File: config.mk
export PLATFORM = sky130hd
export DESIGN_NAME = pld_cell
export DESIGN_NICKNAME = d
export VERILOG_FILES = /design/src/rtl/positional_list_insert_delete_macros.svh /design/src/rtl/pld_pkg.sv /design/src/rtl/pld_cell.sv
export SDC_FILE = /design/constraint.sdc
export NUM_CORES = 1
export LEC_CHECK = 0
export BUFFER_PORTS_ARGS = -buffer_cell sky130_fd_sc_hd__buf_4
export CAP_MARGIN = 25
export CORE_MARGIN = 2
export CORE_UTILIZATION = 40
export CTS_CLUSTER_DIAMETER = 150
export DETAILED_ROUTE_END_ITERATION = 10
export GPL_ROUTABILITY_DRIVEN = 0
export PLACE_DENSITY_LB_ADDON = 0.1
export SLEW_MARGIN = 10
export SYNTH_ARGS = -nofsm -noshare
export SYNTH_HDL_FRONTEND = slang
export SYNTH_SLANG_ARGS = --single-unit
File: constraint.sdc
create_clock -name clk -period 11.6 [get_ports clk]
set_input_delay 1.74 -clock clk [delete_from_list [all_inputs] [get_ports clk]]
set_output_delay 1.74 -clock clk [all_outputs]
set_load 0.01 [all_outputs]
File: src/rtl/positional_list_insert_delete_macros.svh
// assertion macros for the positional list block
// used by the top level only; needs nothing else
`ifndef POSITIONAL_LIST_INSERT_DELETE_MACROS_SVH
`define POSITIONAL_LIST_INSERT_DELETE_MACROS_SVH

// same-cycle implication, checked out of reset
`define PLD_ASSERT_NOW(label, clk, rst, ante, cons, msg) \
  label: assert property (@(posedge clk) disable iff (rst) (ante) |-> (cons)) \
    else $error(msg);

// next-cycle implication, checked out of reset
`define PLD_ASSERT_NEXT(label, clk, rst, ante, cons, msg) \
  label: assert property (@(posedge clk) disable iff (rst) (ante) |=> (cons)) \
    else $error(msg);

`endif

File: src/rtl/pld_pkg.sv
// shared types and codes for the positional list block
// no dependencies
`default_nettype none

package pld_pkg;

  localparam int POS_W  = 7;
  localparam int DATA_W = 32;

  typedef enum logic [1:0] {
    OP_INSERT = 2'd0,
    OP_DELETE = 2'd1,
    OP_READ   = 2'd2
  } pld_op_t;

  typedef enum logic [1:0] {
    ST_DONE  = 2'd0,
    ST_RANGE = 2'd1,
    ST_FULL  = 2'd2
  } pld_status_t;

  // shift command broadcast to every cell
  typedef struct packed {
    logic              ins;
    logic              del;
    logic [POS_W-1:0]  position;
    logic [DATA_W-1:0] value;
  } pld_cmd_t;

endpackage

`default_nettype wire

File: src/rtl/pld_cell.sv
// one list slot: holds an entry and takes a neighbor's entry on a shift
// depends on pld_pkg
`default_nettype none

module pld_cell
  import pld_pkg::*;
#(
  parameter int INDEX = 0
) (
  input  wire logic              clk,
  input  wire pld_cmd_t          cmd,
  input  wire logic [DATA_W-1:0] left_data,
  input  wire logic [DATA_W-1:0] right_data,
  output logic      [DATA_W-1:0] data,
  output logic      [DATA_W-1:0] rd_term
);

  logic at_pos;
  logic above_pos;

  assign at_pos    = 32'(cmd.position) == 32'(INDEX);
  assign above_pos = 32'(INDEX) > 32'(cmd.position);

  always_ff @(posedge clk) begin
    if (cmd.ins) begin
      if (at_pos) begin
        data <= cmd.value;
      end else if (above_pos) begin
        data <= left_data;
      end
    end else if (cmd.del) begin
      if (at_pos || above_pos) begin
        data <= right_data;
      end
    end
  end

  // gated entry for the read or-tree
  assign rd_term = at_pos ? data : '0;

endmodule

`default_nettype wire

==> reports/qor_table.md <==
| Metric | Value |
| --- | --- |
| Slew @ Worst Pin | 933 ps |
| Footprint of the multi-input gates | 703 µm² |
| Static leakage power | 0.00134 µW |
| Total area of sequential cells | 961 µm² |
| Clock tree sinks | 32 |
| Cell types occupying the most area after synthesis | sky130_fd_sc_hd__edfxtp_1 51%, sky130_fd_sc_hd__mux2_2 19%, sky130_fd_sc_hd__nor3_2 16%, sky130_fd_sc_hd__inv_1 6.4%, sky130_fd_sc_hd__buf_12 3.2% |
| Total DRC errors in the routed layout | 0 |
| Vias per inst | 4.64 |
| Die width | 72.7 µm |
| Pin count of the biggest net entering global routing | 34 |
| Hold Crit Start | cmd[25] |
| Gate count after technology mapping | 144 |
| Max-slew headroom | 37.8% |
| Max IR drop VDD | 0.0682 mV |
| Area leader, netlist | sky130_fd_sc_hd__edfxtp_1 |
| Number of top-level design ports | 170 |
| Biggest registers after layout | data x32 |
| Floorplan die height | 72.7 µm |
| Status | complete, no violations |
| Synthesis-to-finish area growth | 57.8% |
| Number of synthesized flops with an enable pin | 32 |
| CTS tree | done |
| Power share of the combinational group | 14.9% |
| Die Outline Area | 0.00528 mm² |
| Int Pwr | 195 µW |
| Async S/R FF share, synth | 0% |
| Setup-violating endpoint count in the final report | 0 |
| Effective utilization at floorplan | 42.5% |
| H-tree depth | 2 |
| Register area share after synthesis | 50.9% |
| Number of nets with antenna violations after routing | 0 |
| Element type at the critical path start | input pin |
| Flip-flop count of the largest register after layout | 32 |
| Hold Path Cell Cnt | 2 |
| GRT Resource Usage Total | 17.3% |
| Final Instance Area | 0.00298 mm² |
| Initial detailed-routing violation count | 82 |
| Power Dens Cells | 82.9 mW/mm² |
| Count of TritonRoute iterations in the first routing pass | 4 |
| Sequential share of power | 52.3% |
| Combinational family with the most area after synthesis | multiplexers |
| Post-synth top cells | 32 x sky130_fd_sc_hd__edfxtp_1, 32 x sky130_fd_sc_hd__inv_1, 32 x sky130_fd_sc_hd__mux2_2 |
| Std-Cell Core Area | 0.00444 mm² |
| Number of global-route vias before repair | 1433 |
| Fraction of the mapped netlist area in simple logic gates | 17.8% |
| Half-perimeter wire length after detailed placement | 3520 µm |
| Total nets after synthesis | 250 |
| Setup crit start | cmd[33] |
| CTS buffer count | 5 |
| Layout cell share with drive strength beyond 1 | 74.9% |
| Post-CTS setup-driven buffer insertion count | 0 |
| End-of-flow core utilization | 67.0% |
| Placed Area | 0.00290 mm² |
| Count of different cell masters after synthesis | 12 |
| Post-synthesis share of cell area spent on full adders, half adders and majority gates | 0% |
| Hold_buf cts | 0 |
| Number of vias after detailed routing | 1537 |
| Routed wire length | 4680 µm |
| Number of diodes | 0 |
| Synth Area in Compound Gates | 0% |
| Antenna violations before repair | 0 |
| Power spent charging and discharging nets | 51.4 µW |
| Row count | 24 |
| Filler Cells Inserted | 384 |
| Proportion of power drawn by the clock network | 32.8% |
| Total number of yosys warnings | 0 |
| Switching Fraction | 20.8% |
| Kind of end point of the critical path | output port |
| Largest fanout of any net on the critical path | 33 |
| # resized after CTS | 0 |
| Final nets | 384 |
| Pins over their slew limit | 0 |
| Port-buffer cells | 137 |
| Root Buffer | sky130_fd_sc_hd__clkbuf_8 |
| Biggest register | data |
| Total grt overflow | 0 |
| Buffer depth of the longest clock path | 2 |
| Top_reg_cell synth | sky130_fd_sc_hd__edfxtp_1 |
| RSZ-0062 raised after global routing | false |
| Worst min-delay path class | in2reg |
| Flops & latches, synth | 32 |
| Mapped cell area | 0.00189 mm² |
| CP arrival | 3150 ps |
| Final worst path period share | 42.2% |
| Wire length of the first global-routing pass | 6930 µm |
| Data required time at the worst endpoint | 9860 ps |
| Worst hold margin | 1760 ps |
| Count of placed standard cells in the final layout, fillers left out | 331 |
| Routed length per placed instance | 14.1 µm |
| Clock period minus final worst setup slack | 4890 ps |
| Max-capacitance violation count | 0 |
| Critical path start-end classification | in2out |
| Achievable clock frequency | 204 MHz |
| Synth top area share | 50.9% |
| Multiplexer area fraction after synthesis | 19.1% |
| XOR/XNOR Fraction of Synth Area | 0% |
| Number of endpoints with negative hold slack in the final report | 0 |
| Clk slew on worst S/H paths | 70 ps |
| Placed Cells | 323 |
| Total Negative Setup Slacks | 0 ps |
| Synthesized area divided by synthesized cell count | 13.1 µm² |
==> metal layers <==
| metal | wire length [µm] | GRT usage [%] | up-vias |
|---|---|---|---|
| met4 | 73 | 5.35 | 0 |
| met2 | 2360 | 29.4 | 82 |
| li1 | - | - | 758 |
| met1 | 1750 | 19.6 | 689 |
| met5 | 0 | 0 | - |
| met3 | 488 | 7.60 | 8 |
==> cell families after synthesis <==
group | after synthesis
DFF | 32
muxes | 32
buffers and inverters | 44
and+or+nand+nor | 36
==> cells in the final DEF (no fill, tap or decap), drive strengths merged <==
| cell | netlist | layout |
|---|---|---|
| buf | 10 | 139 |
| clkinv | 0 | 1 |
| clkbuf | 2 | 7 |
| or4 | 1 | 1 |
| edfxtp | 32 | 32 |
| or3 | 1 | 1 |
| inv | 32 | 32 |
| nor3 | 33 | 33 |
| nor2 | 1 | 1 |
| mux2 | 32 | 32 |
==> cell type report <==
class                           count  share of cell area, %
Clock buffer                        7                   2.56
Timing Repair Buffer              139                   35.2
Inverter                           32                   4.04
Multi-Input combinational cell     68                   23.6
Sequential cell                    32                   32.3
Clock inverter                      1                  0.126
Tap cell                           52                   2.19
==> power by group through the flow <==
stage / clock, µW / sequential [µW] / combinational [µW]
after detailed placement: 0 / 132 / 37.0
after global placement: 0 / 132 / 36.2
after CTS: 84.1 / 129 / 37.2
after global routing: 88.9 / 129 / 39.8
final: 80.9 / 129 / 36.7
after floorplan: 0 / 132 / 16.7
==> per-stage QoR <==
step	worst slack (ps)	power, µW
after CTS	6690	250
after floorplan	6480	149
final	6710	247
after global routing	6590	258
after global placement	6700	168
after detailed placement	6700	169
==> critical path, cell delays in order <==
cell and delay [ps]:
sky130_fd_sc_hd__buf_4 110, sky130_fd_sc_hd__or3_2 870, sky130_fd_sc_hd__nor3_1 270, sky130_fd_sc_hd__buf_4 160
==> worst paths after layout <==
kind	to	slack, ps
setup / recovery	rd_term[0]	6710
hold / removal	data[25]	1760
(Power assumes the default switching activity.)
